## src/sv/tmfc_pkg.sv

```systemverilog
// ----------------------------------------------------------------------------
// tmfc_pkg
// Shared widths, register indexes and lane result types for the touch
// median filter and calibration block.
// ----------------------------------------------------------------------------
package tmfc_pkg;

  // raw conversion width and rail value
  localparam int RAW_W = 12;
  localparam logic [RAW_W-1:0] RAW_MAX = '1;

  // samples per axis in one burst, and the sorted positions we look at
  localparam int SAMPLES_PER_AXIS = 5;
  localparam int MID_IDX = SAMPLES_PER_AXIS / 2;
  localparam int QLO_IDX = SAMPLES_PER_AXIS / 4;
  localparam int QHI_IDX = SAMPLES_PER_AXIS - 1 - SAMPLES_PER_AXIS / 4;

  // one transposition pass per sample plus the check stage
  localparam int SORT_STAGES = SAMPLES_PER_AXIS + 1;

  // scaled numerator: raw span times screen extent minus one (both 12 bits)
  localparam int NUM_W = 2 * RAW_W;

  // internal coordinate width (screen extent up to 4096) and port width
  localparam int COORD_W = 12;
  localparam int SCREEN_OUT_W = 9;

  // configuration register indexes
  localparam int CFG_IDX_W = 3;
  localparam logic [CFG_IDX_W-1:0] CFG_CAL_X_LOW    = 3'd0;
  localparam logic [CFG_IDX_W-1:0] CFG_CAL_X_HIGH   = 3'd1;
  localparam logic [CFG_IDX_W-1:0] CFG_CAL_Y_LOW    = 3'd2;
  localparam logic [CFG_IDX_W-1:0] CFG_CAL_Y_HIGH   = 3'd3;
  localparam logic [CFG_IDX_W-1:0] CFG_SPREAD_LIMIT = 3'd4;
  localparam logic [CFG_IDX_W-1:0] CFG_SWAP_AXES    = 3'd5;
  localparam logic [CFG_IDX_W-1:0] CFG_MIRROR_X     = 3'd6;
  localparam logic [CFG_IDX_W-1:0] CFG_MIRROR_Y     = 3'd7;

  // one burst of samples for one axis
  typedef logic [SAMPLES_PER_AXIS-1:0][RAW_W-1:0] sample_vec_t;

  // what one axis lane reports
  typedef struct packed {
    logic [RAW_W-1:0] median;
    logic             ok;
  } axis_res_t;

  // side data carried next to the calibration lanes
  typedef struct packed {
    logic [RAW_W-1:0] median_x;
    logic [RAW_W-1:0] median_y;
    logic             touch_valid;
  } out_meta_t;

endpackage

```

## src/sv/tmfc_sort_lane.sv

```systemverilog
// ----------------------------------------------------------------------------
// tmfc_sort_lane
// One axis lane: odd-even transposition sort, one pass per stage, then a
// check stage that picks the median and tests spread and rails.
// ----------------------------------------------------------------------------
module tmfc_sort_lane (
  input  logic                                 clk,
  input  logic [tmfc_pkg::SORT_STAGES-1:0]     en,
  input  tmfc_pkg::sample_vec_t                samples,
  input  logic [tmfc_pkg::RAW_W-1:0]           spread_limit,
  output tmfc_pkg::axis_res_t                  res
);

  localparam int S = tmfc_pkg::SAMPLES_PER_AXIS;

  tmfc_pkg::sample_vec_t pass_nxt [S];
  tmfc_pkg::sample_vec_t pass_r   [S];
  tmfc_pkg::axis_res_t   res_nxt;
  tmfc_pkg::axis_res_t   res_r;

  // transposition passes, even pairs on even passes and odd pairs on odd
  for (genvar p = 0; p < S; p++) begin : g_pass
    always_comb begin
      tmfc_pkg::sample_vec_t prev;
      if (p == 0) begin
        prev = samples;
      end else begin
        prev = pass_r[(p == 0) ? 0 : p-1];
      end
      pass_nxt[p] = prev;
      for (int i = 0; i < S-1; i++) begin
        if ((i % 2) == (p % 2) && prev[i+1] < prev[i]) begin
          pass_nxt[p][i]   = prev[i+1];
          pass_nxt[p][i+1] = prev[i];
        end
      end
    end

    always_ff @(posedge clk) begin
      if (en[p]) begin
        pass_r[p] <= pass_nxt[p];
      end
    end
  end

  // median, quartile spread and rail test on the sorted burst
  always_comb begin
    logic [tmfc_pkg::RAW_W-1:0] spread;
    spread         = pass_r[S-1][tmfc_pkg::QHI_IDX] - pass_r[S-1][tmfc_pkg::QLO_IDX];
    res_nxt.median = pass_r[S-1][tmfc_pkg::MID_IDX];
    res_nxt.ok     = (spread <= spread_limit) &&
                     (res_nxt.median != '0) &&
                     (res_nxt.median != tmfc_pkg::RAW_MAX);
  end

  always_ff @(posedge clk) begin
    if (en[S]) begin
      res_r <= res_nxt;
    end
  end

  assign res = res_r;

endmodule

```

## src/sv/tmfc_map_lane.sv

```systemverilog
// ----------------------------------------------------------------------------
// tmfc_map_lane
// One screen-axis lane: offset, scale by extent minus one, pipelined
// restoring divide by the calibration span, clamp and mirror.
// ----------------------------------------------------------------------------
module tmfc_map_lane #(
  parameter int EXTENT = 320,
  parameter int QW     = 9
) (
  input  logic                          clk,
  input  logic [QW+3:0]                 en,
  input  logic [tmfc_pkg::RAW_W-1:0]    raw,
  input  logic [tmfc_pkg::RAW_W-1:0]    cal_low,
  input  logic [tmfc_pkg::RAW_W-1:0]    cal_high,
  input  logic                          mirror,
  output logic [tmfc_pkg::COORD_W-1:0]  coord
);

  localparam int RAW_W = tmfc_pkg::RAW_W;
  localparam int NUM_W = tmfc_pkg::NUM_W;
  localparam int CW    = tmfc_pkg::COORD_W;
  localparam int RW    = NUM_W + 1;
  localparam logic [CW-1:0] EXT_M1 = CW'(EXTENT - 1);

  // offset stage
  logic signed [RAW_W:0] diff_r, den_r;

  always_ff @(posedge clk) begin
    if (en[0]) begin
      diff_r <= $signed({1'b0, raw}) - $signed({1'b0, cal_low});
      den_r  <= $signed({1'b0, cal_high}) - $signed({1'b0, cal_low});
    end
  end

  // scale stage: magnitudes, and force zero on empty span or negative quotient
  logic [RAW_W:0]   diff_mag, den_mag;
  logic [NUM_W-1:0] num_nxt;
  logic [NUM_W-1:0] num_r;
  logic [RAW_W-1:0] bmag_r;
  logic             frc_r;

  assign diff_mag = diff_r[RAW_W] ? (RAW_W+1)'(0) - diff_r : diff_r;
  assign den_mag  = den_r[RAW_W]  ? (RAW_W+1)'(0) - den_r  : den_r;
  assign num_nxt  = NUM_W'(diff_mag[RAW_W-1:0]) * NUM_W'(EXTENT - 1);

  always_ff @(posedge clk) begin
    if (en[1]) begin
      num_r  <= num_nxt;
      bmag_r <= den_mag[RAW_W-1:0];
      frc_r  <= (den_r == '0) || (diff_r[RAW_W] != den_r[RAW_W]);
    end
  end

  // overflow stage: quotient would not fit in QW bits
  logic [RW-1:0]    rem0_r;
  logic [RAW_W-1:0] b0_r;
  logic             frc0_r, ovf0_r;

  always_ff @(posedge clk) begin
    if (en[2]) begin
      rem0_r <= RW'(num_r);
      b0_r   <= bmag_r;
      frc0_r <= frc_r;
      ovf0_r <= RW'(num_r) >= (RW'(bmag_r) << QW);
    end
  end

  // restoring divide, one quotient bit per stage from the top
  logic [RW-1:0]    rem_r [QW];
  logic [QW-1:0]    q_r   [QW];
  logic [RAW_W-1:0] b_r   [QW];
  logic             frc_d [QW];
  logic             ovf_d [QW];

  for (genvar j = 0; j < QW; j++) begin : g_div
    localparam int K = QW - 1 - j;
    logic [RW-1:0]    rem_in, trial;
    logic [QW-1:0]    q_in;
    logic [RAW_W-1:0] b_in;
    logic             frc_in, ovf_in;

    if (j == 0) begin : g_first
      assign rem_in = rem0_r;
      assign q_in   = '0;
      assign b_in   = b0_r;
      assign frc_in = frc0_r;
      assign ovf_in = ovf0_r;
    end else begin : g_next
      assign rem_in = rem_r[j-1];
      assign q_in   = q_r[j-1];
      assign b_in   = b_r[j-1];
      assign frc_in = frc_d[j-1];
      assign ovf_in = ovf_d[j-1];
    end

    assign trial = RW'(b_in) << K;

    always_ff @(posedge clk) begin
      if (en[3+j]) begin
        if (rem_in >= trial) begin
          rem_r[j]    <= rem_in - trial;
          q_r[j]      <= q_in | (QW'(1) << K);
        end else begin
          rem_r[j]    <= rem_in;
          q_r[j]      <= q_in;
        end
        b_r[j]   <= b_in;
        frc_d[j] <= frc_in;
        ovf_d[j] <= ovf_in;
      end
    end
  end

  // clamp to the screen and mirror
  logic [CW-1:0] qz, clamped, coord_nxt, coord_r;

  always_comb begin
    qz = CW'(q_r[QW-1]);
    if (frc_d[QW-1]) begin
      clamped = '0;
    end else if (ovf_d[QW-1] || qz > EXT_M1) begin
      clamped = EXT_M1;
    end else begin
      clamped = qz;
    end
    coord_nxt = mirror ? EXT_M1 - clamped : clamped;
  end

  always_ff @(posedge clk) begin
    if (en[QW+3]) begin
      coord_r <= coord_nxt;
    end
  end

  assign coord = coord_r;

endmodule

```

## src/sv/touch_median_filter_calibrate.sv

```systemverilog
// ----------------------------------------------------------------------------
// touch_median_filter_calibrate
// Median-of-five filter with spread and rail rejection for a resistive touch
// panel, followed by axis swap, linear calibration, clamp and mirror.
//
//   channel  direction  handshake             payload
//   in       sink       in_valid / in_stall   in_pen_down, in_x_sample_*, in_y_sample_*
//   out      source     out_valid / out_stall out_screen_x/y, out_median_x/y, out_touch_valid
//   cfg      sink       cfg_we                cfg_index, cfg_wdata
//
// One transaction per cycle sustained while out_stall stays low. QW is clog2 of
// the larger screen extent and sets the quotient width of the one-bit-per-stage
// divider that follows the sort passes.
// A stage holds only when it and every stage after it are full while out_stall
// is high, so input is taken while a result waits until the whole pipe is full.
// Synchronous active-low reset clears the stage valids and loads the configuration
// registers with their defaults.
// ----------------------------------------------------------------------------
module touch_median_filter_calibrate #(
  parameter int SCREEN_WIDTH  = 320,
  parameter int SCREEN_HEIGHT = 480
) (
  input  logic                                clk,
  input  logic                                rst_n,
  // input channel
  input  logic                                in_valid,
  output logic                                in_stall,
  input  logic                                in_pen_down,
  input  logic [tmfc_pkg::RAW_W-1:0]          in_x_sample_0,
  input  logic [tmfc_pkg::RAW_W-1:0]          in_x_sample_1,
  input  logic [tmfc_pkg::RAW_W-1:0]          in_x_sample_2,
  input  logic [tmfc_pkg::RAW_W-1:0]          in_x_sample_3,
  input  logic [tmfc_pkg::RAW_W-1:0]          in_x_sample_4,
  input  logic [tmfc_pkg::RAW_W-1:0]          in_y_sample_0,
  input  logic [tmfc_pkg::RAW_W-1:0]          in_y_sample_1,
  input  logic [tmfc_pkg::RAW_W-1:0]          in_y_sample_2,
  input  logic [tmfc_pkg::RAW_W-1:0]          in_y_sample_3,
  input  logic [tmfc_pkg::RAW_W-1:0]          in_y_sample_4,
  // result channel
  output logic                                out_valid,
  input  logic                                out_stall,
  output logic [tmfc_pkg::SCREEN_OUT_W-1:0]   out_screen_x,
  output logic [tmfc_pkg::SCREEN_OUT_W-1:0]   out_screen_y,
  output logic [tmfc_pkg::RAW_W-1:0]          out_median_x,
  output logic [tmfc_pkg::RAW_W-1:0]          out_median_y,
  output logic                                out_touch_valid,
  // configuration
  input  logic                                cfg_we,
  input  logic [tmfc_pkg::CFG_IDX_W-1:0]      cfg_index,
  input  logic [tmfc_pkg::RAW_W-1:0]          cfg_wdata
);

  localparam int RAW_W   = tmfc_pkg::RAW_W;
  localparam int S       = tmfc_pkg::SAMPLES_PER_AXIS;
  localparam int EXT_MAX = (SCREEN_WIDTH > SCREEN_HEIGHT) ? SCREEN_WIDTH : SCREEN_HEIGHT;
  localparam int QW      = $clog2(EXT_MAX);
  localparam int ML      = QW + 4;
  localparam int D       = S + 1 + ML;

  // configuration registers
  logic [RAW_W-1:0] cal_x_low_r, cal_x_high_r, cal_y_low_r, cal_y_high_r;
  logic [RAW_W-1:0] spread_limit_r;
  logic             swap_axes_r, mirror_x_r, mirror_y_r;

  always_ff @(posedge clk) begin
    if (!rst_n) begin
      cal_x_low_r    <= '0;
      cal_x_high_r   <= tmfc_pkg::RAW_MAX;
      cal_y_low_r    <= '0;
      cal_y_high_r   <= tmfc_pkg::RAW_MAX;
      spread_limit_r <= RAW_W'(100);
      swap_axes_r    <= 1'b0;
      mirror_x_r     <= 1'b0;
      mirror_y_r     <= 1'b0;
    end else if (cfg_we) begin
      case (cfg_index)
        tmfc_pkg::CFG_CAL_X_LOW:    cal_x_low_r    <= cfg_wdata;
        tmfc_pkg::CFG_CAL_X_HIGH:   cal_x_high_r   <= cfg_wdata;
        tmfc_pkg::CFG_CAL_Y_LOW:    cal_y_low_r    <= cfg_wdata;
        tmfc_pkg::CFG_CAL_Y_HIGH:   cal_y_high_r   <= cfg_wdata;
        tmfc_pkg::CFG_SPREAD_LIMIT: spread_limit_r <= cfg_wdata;
        tmfc_pkg::CFG_SWAP_AXES:    swap_axes_r    <= cfg_wdata[0];
        tmfc_pkg::CFG_MIRROR_X:     mirror_x_r     <= cfg_wdata[0];
        tmfc_pkg::CFG_MIRROR_Y:     mirror_y_r     <= cfg_wdata[0];
        default: ;
      endcase
    end
  end

  // stage valids and per-stage advance: hold only on out_stall with this stage onward full
  logic [D-1:0] valid_r, valid_nxt, stage_en;

  for (genvar gi = 0; gi < D; gi++) begin : g_en
    assign stage_en[gi] = !((&valid_r[D-1:gi]) && out_stall);
  end

  always_comb begin
    valid_nxt = valid_r;
    if (stage_en[0]) begin
      valid_nxt[0] = in_valid;
    end
    for (int i = 1; i < D; i++) begin
      if (stage_en[i]) begin
        valid_nxt[i] = valid_r[i-1];
      end
    end
  end

  always_ff @(posedge clk) begin
    if (!rst_n) begin
      valid_r <= '0;
    end else begin
      valid_r <= valid_nxt;
    end
  end

  assign in_stall  = !stage_en[0];
  assign out_valid = valid_r[D-1];

  // axis lanes
  tmfc_pkg::sample_vec_t x_vec, y_vec;
  tmfc_pkg::axis_res_t   x_res, y_res;

  assign x_vec = {in_x_sample_4, in_x_sample_3, in_x_sample_2, in_x_sample_1, in_x_sample_0};
  assign y_vec = {in_y_sample_4, in_y_sample_3, in_y_sample_2, in_y_sample_1, in_y_sample_0};

  tmfc_sort_lane u_lane_x (
    .clk          (clk),
    .en           (stage_en[S:0]),
    .samples      (x_vec),
    .spread_limit (spread_limit_r),
    .res          (x_res)
  );

  tmfc_sort_lane u_lane_y (
    .clk          (clk),
    .en           (stage_en[S:0]),
    .samples      (y_vec),
    .spread_limit (spread_limit_r),
    .res          (y_res)
  );

  // pen-down travels beside the sort lanes
  logic pen_r [S+1];

  always_ff @(posedge clk) begin
    if (stage_en[0]) begin
      pen_r[0] <= in_pen_down;
    end
    for (int i = 1; i <= S; i++) begin
      if (stage_en[i]) begin
        pen_r[i] <= pen_r[i-1];
      end
    end
  end

  // merge: combine lane verdicts, pick the raw value for each screen axis
  logic [RAW_W-1:0]    raw_sx, raw_sy;
  tmfc_pkg::out_meta_t meta_nxt;
  tmfc_pkg::out_meta_t meta_r [ML];

  assign raw_sx = swap_axes_r ? y_res.median : x_res.median;
  assign raw_sy = swap_axes_r ? x_res.median : y_res.median;

  always_comb begin
    meta_nxt.median_x    = x_res.median;
    meta_nxt.median_y    = y_res.median;
    meta_nxt.touch_valid = pen_r[S] && x_res.ok && y_res.ok;
  end

  always_ff @(posedge clk) begin
    if (stage_en[S+1]) begin
      meta_r[0] <= meta_nxt;
    end
    for (int i = 1; i < ML; i++) begin
      if (stage_en[S+1+i]) begin
        meta_r[i] <= meta_r[i-1];
      end
    end
  end

  // calibration lanes
  logic [tmfc_pkg::COORD_W-1:0] coord_x, coord_y;

  tmfc_map_lane #(
    .EXTENT (SCREEN_WIDTH),
    .QW     (QW)
  ) u_map_x (
    .clk      (clk),
    .en       (stage_en[D-1:S+1]),
    .raw      (raw_sx),
    .cal_low  (cal_x_low_r),
    .cal_high (cal_x_high_r),
    .mirror   (mirror_x_r),
    .coord    (coord_x)
  );

  tmfc_map_lane #(
    .EXTENT (SCREEN_HEIGHT),
    .QW     (QW)
  ) u_map_y (
    .clk      (clk),
    .en       (stage_en[D-1:S+1]),
    .raw      (raw_sy),
    .cal_low  (cal_y_low_r),
    .cal_high (cal_y_high_r),
    .mirror   (mirror_y_r),
    .coord    (coord_y)
  );

  // result fields
  assign out_screen_x    = coord_x[tmfc_pkg::SCREEN_OUT_W-1:0];
  assign out_screen_y    = coord_y[tmfc_pkg::SCREEN_OUT_W-1:0];
  assign out_median_x    = meta_r[ML-1].median_x;
  assign out_median_y    = meta_r[ML-1].median_y;
  assign out_touch_valid = meta_r[ML-1].touch_valid;

`ifndef SYNTHESIS
  // an accepted transaction always lands in the first stage
  a_accept_lands: assert property (@(posedge clk) disable iff (!rst_n)
    in_valid && !in_stall |=> valid_r[0])
    else $error("accepted transaction lost at pipeline entry");

  // input only stalls when every stage is full and the output is held
  a_stall_only_full: assert property (@(posedge clk) disable iff (!rst_n)
    in_stall |-> (&valid_r) && out_stall)
    else $error("input stalled while the pipeline has a bubble");

  // a valid touch never carries a median on a rail
  a_valid_off_rail: assert property (@(posedge clk) disable iff (!rst_n)
    out_valid && out_touch_valid |->
      out_median_x != '0 && out_median_x != tmfc_pkg::RAW_MAX &&
      out_median_y != '0 && out_median_y != tmfc_pkg::RAW_MAX)
    else $error("touch reported valid with a median on a rail");

  // screen column stays inside the screen
  a_x_in_range: assert property (@(posedge clk) disable iff (!rst_n)
    out_valid |-> coord_x <= tmfc_pkg::COORD_W'(SCREEN_WIDTH - 1))
    else $error("screen column beyond screen width");

  // screen row stays inside the screen
  a_y_in_range: assert property (@(posedge clk) disable iff (!rst_n)
    out_valid |-> coord_y <= tmfc_pkg::COORD_W'(SCREEN_HEIGHT - 1))
    else $error("screen row beyond screen height");
`endif

endmodule

```

## config.mk

```make
export PLATFORM = sky130hd
export DESIGN_NAME = touch_median_filter_calibrate
export DESIGN_NICKNAME = d
export VERILOG_FILES = /design/src/sv/tmfc_pkg.sv /design/src/sv/tmfc_sort_lane.sv /design/src/sv/tmfc_map_lane.sv /design/src/sv/touch_median_filter_calibrate.sv
export SDC_FILE = /design/constraint.sdc
export NUM_CORES = 2
export LEC_CHECK = 0
export BUFFER_PORTS_ARGS = -buffer_cell sky130_fd_sc_hd__buf_2
export CAP_MARGIN = 20
export CORE_ASPECT_RATIO = 1.5
export CORE_UTILIZATION = 30
export CTS_CLUSTER_SIZE = 12
export DETAILED_ROUTE_END_ITERATION = 6
export GPL_TIMING_DRIVEN = 0
export PLACE_DENSITY_LB_ADDON = 0.1
export SETUP_SLACK_MARGIN = 0.15
export SLEW_MARGIN = 20
export SYNTH_ARGS = -nofsm -noshare
export SYNTH_HDL_FRONTEND = slang
export SYNTH_HIERARCHICAL = 1
export SYNTH_SLANG_ARGS = --single-unit
export TNS_END_PERCENT = 5
```

## constraint.sdc

```tcl
create_clock -name clk -period 7.2 [get_ports clk]
set_clock_uncertainty 0.1 [all_clocks]
set_input_delay 1.8 -clock clk [delete_from_list [all_inputs] [get_ports clk]]
set_output_delay 1.8 -clock clk [all_outputs]
set_load 0.02 [all_outputs]
```

== After elaboration in Yosys (flattened, before gate mapping) ==
Memory sizes are Yosys's and may differ from the RTL's.
Index checks and enable logic that the tools add are counted.

* Mux-type cells: 195
* Equal/unequal tests: 11
* $mul: 2
* $add $sub $neg: 30
* Magnitude comparators: 44
* Reductions and logical operators: 60
* Bitwise logic cells: 36

{| class="wikitable"
|+ Operator list
! kind !! count
|-
| 24-bit two-way mux || 20
|-
| 25-bit two-way mux || 18
|-
| 12-bit less-than comparator || 20
|-
| 9-bit two-way mux || 24
|-
| 1-bit two-way mux || 127
|-
| 12-bit two-way mux || 6
|-
| 12-bit by 12-bit subtractor with 13-bit output || 4
|-
| 25-bit by 12-bit >= comparator with 1-bit output || 2
|-
| 25-bit by 13-bit >= comparator with 1-bit output || 2
|-
| 25-bit by 14-bit >= comparator with 1-bit output || 2
|-
| 25-bit by 15-bit >= comparator with 1-bit output || 2
|-
| 25-bit by 16-bit >= comparator with 1-bit output || 2
|-
| 25-bit by 17-bit >= comparator with 1-bit output || 2
|-
| 25-bit by 18-bit >= comparator with 1-bit output || 2
|-
| 25-bit by 19-bit >= comparator with 1-bit output || 2
|-
| 25-bit by 12-bit subtractor with 25-bit output || 2
|-
| 25-bit by 13-bit subtractor with 25-bit output || 2
|-
| 25-bit by 14-bit subtractor with 25-bit output || 2
|-
| 25-bit by 15-bit subtractor with 25-bit output || 2
|-
| 25-bit by 16-bit subtractor with 25-bit output || 2
|-
| 25-bit by 17-bit subtractor with 25-bit output || 2
|-
| 25-bit by 18-bit subtractor with 25-bit output || 2
|-
| 25-bit by 19-bit subtractor with 25-bit output || 2
|-
| 1-bit by 12-bit subtractor with 12-bit output, first input constant || 4
|-
| 37 further kinds || 123
|}

* Logic and storage cells: 443
* Memories kept: 14
* Bits in writable memories: 1795
* Flip-flop bits (word level): 316
* Bits of input ports: 141
* Output and inout port bits: 45

{| class="wikitable"
|+ Memories
! name !! depth !! width !! read ports !! clocked after memory_dff !! wr ports !! line !! source
|-
| meta_r || 13 || 25 || 13 || 0 || 13 || touch_median_filter_calibrate.sv:160 || <nowiki>tmfc_pkg::out_meta_t meta_r [ML];</nowiki>
|-
| u_lane_x.pass_r || 5 || 60 || 5 || 0 || 5 || tmfc_sort_lane.sv:17 || <nowiki>tmfc_pkg::sample_vec_t pass_r [S];</nowiki>
|-
| u_lane_y.pass_r || 5 || 60 || 5 || 0 || 5 || tmfc_sort_lane.sv:17 ||
|-
| u_map_x.rem_r || 9 || 25 || 8 || 0 || 9 || tmfc_map_lane.sv:69 || <nowiki>logic [RW-1:0] rem_r [QW];</nowiki>
|-
| u_map_y.rem_r || 9 || 25 || 8 || 0 || 9 || tmfc_map_lane.sv:69 ||
|-
| u_map_x.b_r || 9 || 12 || 8 || 0 || 9 || tmfc_map_lane.sv:71 || <nowiki>logic [RAW_W-1:0] b_r [QW];</nowiki>
|-
| 8 more memories || -- || -- || -- || -- || -- || -- ||
|}

== Longest topological paths before layout ==
An unclocked memory read counts as a cell.

* Depth in word-level cells: 7
* Gate-level depth with buffers: 24
* Mapped depth without buffers: 24

== Modules after synthesis ==
Netlist, hierarchy kept.

{| class="wikitable"
|+ Modules (own cells, without submodules)
! module !! cells an instance !! area an instance (sq um) !! times used !! sequential area each (sq um)
|-
| tmfc_map_lane (u_map_y) || 2228 || 26118.8 || 1 || 13873.3
|-
| tmfc_map_lane (u_map_x) || 2158 || 25545.8 || 1 || 13873.3
|-
| tmfc_sort_lane (u_lane_x) || 1335 || 15167.0 || 1 || 8318.0
|-
| tmfc_sort_lane (u_lane_y) || 1326 || 15001.9 || 1 || 8318.0
|-
| touch_median_filter_calibrate || 787 || 13683.1 || 1 || 11581.1
|}

== Worst setup path before layout ==
No wires, ideal clock.

* Path kind: input to register
* From: input out_stall
* To: memory u_lane_x/pass_r[0][0] in the netlist's numbering (enable)
* Stages on the path: 3
* Path slack: -0.309 ns
* Path buffers: 0
* Library setup time: 1.604 ns
* Arrival: 5.805 ns
* Path through: nand4_4 -> nor4_4 -> nand4_1

{| class="wikitable"
|+ RTL lines
! element !! line !! source
|-
| from (decl) || touch_median_filter_calibrate.sv:41 || <nowiki>input logic out_stall,</nowiki>
|-
| to (decl) || tmfc_sort_lane.sv:17 ||
|}

== Worst setup path after layout ==
* From: register u_map_x.diff_r[4]
* To: register u_map_x.num_r[20], data pin

* Longest elaborated chain between the ends: 3

{| class="wikitable"
|+ RTL lines
! element !! line !! source
|-
| from (decl) || tmfc_map_lane.sv:26 || <nowiki>logic signed [RAW_W:0] diff_r, den_r;</nowiki>
|-
| from (signal assigned) || tmfc_map_lane.sv:30 || <nowiki>diff_r <= $signed({1'b0, raw}) - $signed({1'b0, cal_low});</nowiki>
|-
| 1-bit by 12-bit subtractor with 12-bit output || tmfc_map_lane.sv:42 || <nowiki>assign diff_mag = diff_r[RAW_W] ? (RAW_W+1)'(0) - diff_r : diff_r;</nowiki>
|-
| 12-bit two-way mux (*) || tmfc_map_lane.sv:42 ||
|-
| 12-bit by 9-bit multiplier with 21-bit output (*) || tmfc_map_lane.sv:44 || <nowiki>assign num_nxt = NUM_W'(diff_mag[RAW_W-1:0]) * NUM_W'(EXTENT - 1);</nowiki>
|-
| net u_map_x.num_nxt[20] || tmfc_map_lane.sv:37 || <nowiki>logic [NUM_W-1:0] num_nxt;</nowiki>
|-
| to (signal assigned) || tmfc_map_lane.sv:48 || <nowiki>num_r <= num_nxt;</nowiki>
|-
| to (decl) || tmfc_map_lane.sv:38 || <nowiki>logic [NUM_W-1:0] num_r;</nowiki>
|}

Mark *: on every way through the listed nets, which the timed path passes. The rest lies on a longest branch.
A chain may end at the register's enable or synchronous reset.

==> summary.md <==
| Metric | Value |
|---|---|
| I/O Buffers | `183` |
| Drt pass-1 iters | `5` |
| Post-Syn Area | `around 0.095 mm2` |
| Slowest stage cell, crit path | `fa_1` |
| Share of layout cells above drive strength 1 | `0.0990` |
| Setup Viol. Count Final | `0` |
| Post-Synthesis Cells | `just under 8000` |
| Worst-Skew Late Latency | `slightly below 0.9 ns` |
| Crit path DAT | `about 7.2 ns` |
| Critical Setup Path Class | `flip-flop to flip-flop` |
| Synth warnings | `6` |
| Total negative slack | `0 ns` |
| Placeable core region | `around 0.32 mm2` |
| Placed Instance Area | `about 0.10 mm2` |
| Grt ovf | `0` |
| DRC viols | `0` |
| Worst Path Max Fanout | `6` |
| Required time of the critical path | `about 7.7 ns` |
| Largest net degree at the start of global routing | `72` |
| Overall routed net length | `between 200000 and 250000 um` |
| Actual slew at the worst max-slew pin | `1.14 ns` |
| Finished Cell Area | `between 0.1 and 0.15 mm2` |
| Die ar. | `0.320 mm2` |
| Gpl congestion | `0.943` |
| Final worst path period share | `0.930` |
| Post-synthesis net count | `roughly 8700` |
| Final Max Tran Viols | `0` |
| Synthesis-to-layout area growth | `13.8%` |
| Post-DP HPWL | `approximately 200000 um` |
| Post-cts hold buffer count | `0` |
| Final Net Count | `roughly 9000` |
| Sink Count | `approximately 1900` |
| Row count | `253` |
| Max Freq | `approximately 0.15 GHz` |
| Syn Area/Cell | `about 12 um2` |
| Outcome | `complete, no violations` |
| CTS tree | `built` |
| Via Count | `just under 60000` |
| Post-DR wirelength/cell | `approximately 19 um` |
| Clock Tree Buf Depth | `4` |
| R2r setup slk | `about 0.5 ns` |
| First-pass GRT wire length | `366000 um` |
| Root buffer cell | `clkbuf_16` |
| DIE WIDTH | `~460 um` |
| Relative slew slack | `0.240` |
| Die height | `between 600 and 700 um` |
| Critical Path Sink Type | `flip-flop` |
| Worst-path clk slew | `~0.060 ns` |
| Antenna viol nets, final | `0` |
| Hold Fails Final Rpt | `0` |
| Max Cap Violations | `0` |
| Starting density of the core | `0.302` |
| Io pins | `186` |
| RSZ-0062 raised after global routing | `true` |
| H-Tree Depth | `4` |
| Vias per std cell | `4.69` |
| Initial antenna violation count | `20` |
| Vias in the first global route | `between 60000 and 70000` |
| Worst min path class | `flip-flop to flip-flop` |
| Setup Buffers After CTS | `0` |
| Max incr delay on CP | `0.66 ns` |
| CP Launch Type | `flip-flop` |
| Crit-path cells | `or3_1 -> or4_1 -> o41ai_1 -> xnor2_1 -> fa_1 -> inv_1 -> fa_1 -> inv_1 -> fa_1 -> inv_1 -> fa_1 -> inv_1 -> ha_1 -> and3_1 -> a221oi_2 -> o31ai_1 -> a31oi_1 -> o21ai_0 -> a31o_2` |
| TritonCTS buffer count | `206` |
| DR iter-0 viols | `2693` |
| GRT Util Overall | `0.149` |
| Crit path time final | `6.69 ns` |
-- final timing paths --
check	start	end	depth (start not counted)
max	u_map_x/diff_r[4]$_DFFE_PP_	u_map_x/num_r[20]$_DFFE_PP_	19
min	u_map_x/g_div[0].ovf_in$_DFFE_PP_	u_map_x/ovf_d[0][0]$_DFFE_PP_	0
max reg2reg	u_map_x/diff_r[4]$_DFFE_PP_	u_map_x/num_r[20]$_DFFE_PP_	19
min reg2reg	u_map_x/g_div[0].ovf_in$_DFFE_PP_	u_map_x/ovf_d[0][0]$_DFFE_PP_	0
-- sequential cells by signal (all words and copies together) (netlist names), 13 cells and up --
signal                flops
valid_r                  19
u_map_y/b_r              96
u_map_y/num_r            21
u_lane_x/pass_r         264
u_map_x/rem_r           197
u_lane_x/res             13
meta_r                  325
u_lane_y/res             13
u_map_y/den_r            13
u_map_x/q_r              45
u_map_x/g_div.rem_in     21
u_map_x/den_r            13
u_map_x/diff_r           13
u_map_y/g_div.rem_in     21
u_map_y/rem_r           197
u_map_y/diff_r           13
u_lane_y/pass_r         264
u_map_y/q_r              45
u_map_x/b_r              96
u_map_x/num_r            21
-- layout make-up --
class                      instances  area [um2]
timing repair buffer             220        1690
multi-input combinational       4719       34900
fill                           31100      208000
clock buffer                     252        5400
tap                             4207        5260
sequential                      1887       55800
buffer                           222        1060
inverter                         994        3750
antenna                            9        22.5
clock inverter                    88         638
-- layout by cell type, fill, tap and decap left out, types with 66 or more instances in the layout --
master	instances
nor2_1	309
nand3_1	99
xnor2_1	210
mux2_2	106
dfxtp_1	82
xor2_1	176
a21oi_1	319
clkbuf_1	187
nor3_1	110
nand2_1	447
o21ai_0	978
buf_2	197
inv_1	983
fa_1	94
nand2b_1	81
clkbuf_16	208
edfxtp_1	1805
a21o_1	98
nor4_1	66
o21a_1	89
ha_1	659
-- stage by stage --
step,hold slack [ns],instances,utilization,setup WS [ns]
after global placement,0.301,12200,0.321,-2.80
after CTS,0.279,12600,0.343,0.302
after global routing,0.276,12600,0.343,0.116
after detailed placement,0.305,12200,0.324,0.318
after floorplan,0.300,7822,-,-0.180
final,0.283,12600,0.343,0.506
-- critical path, delay by kind of cell, from the launching register on --
family,cells,cell delay (ns)
adder cells (fa/ha/maj),5,2.52
AO/OA/AOI/OAI,6,1.68
flip-flops,1,0.50
XOR/XNOR,1,0.32
buffers and inverters,4,0.21
AND/OR/NAND/NOR,3,1.08
-- repair_timing --
item / 4_1_cts / 5_1_grt
hold endpoints to repair: 0 / 0
gates resized for setup: 0 / 2
endpoints found under the setup margin: 0 / 4
-- routing by layer --
metal  GRT usage  routed length (um)
met5           0                  91
met4      0.0866               15100
met3      0.0238                8040
met2       0.316              143000
met1       0.124               77900
Power is not shown: default switching activity piles up to over one toggle a cycle in this logic, so the estimate is an artifact.
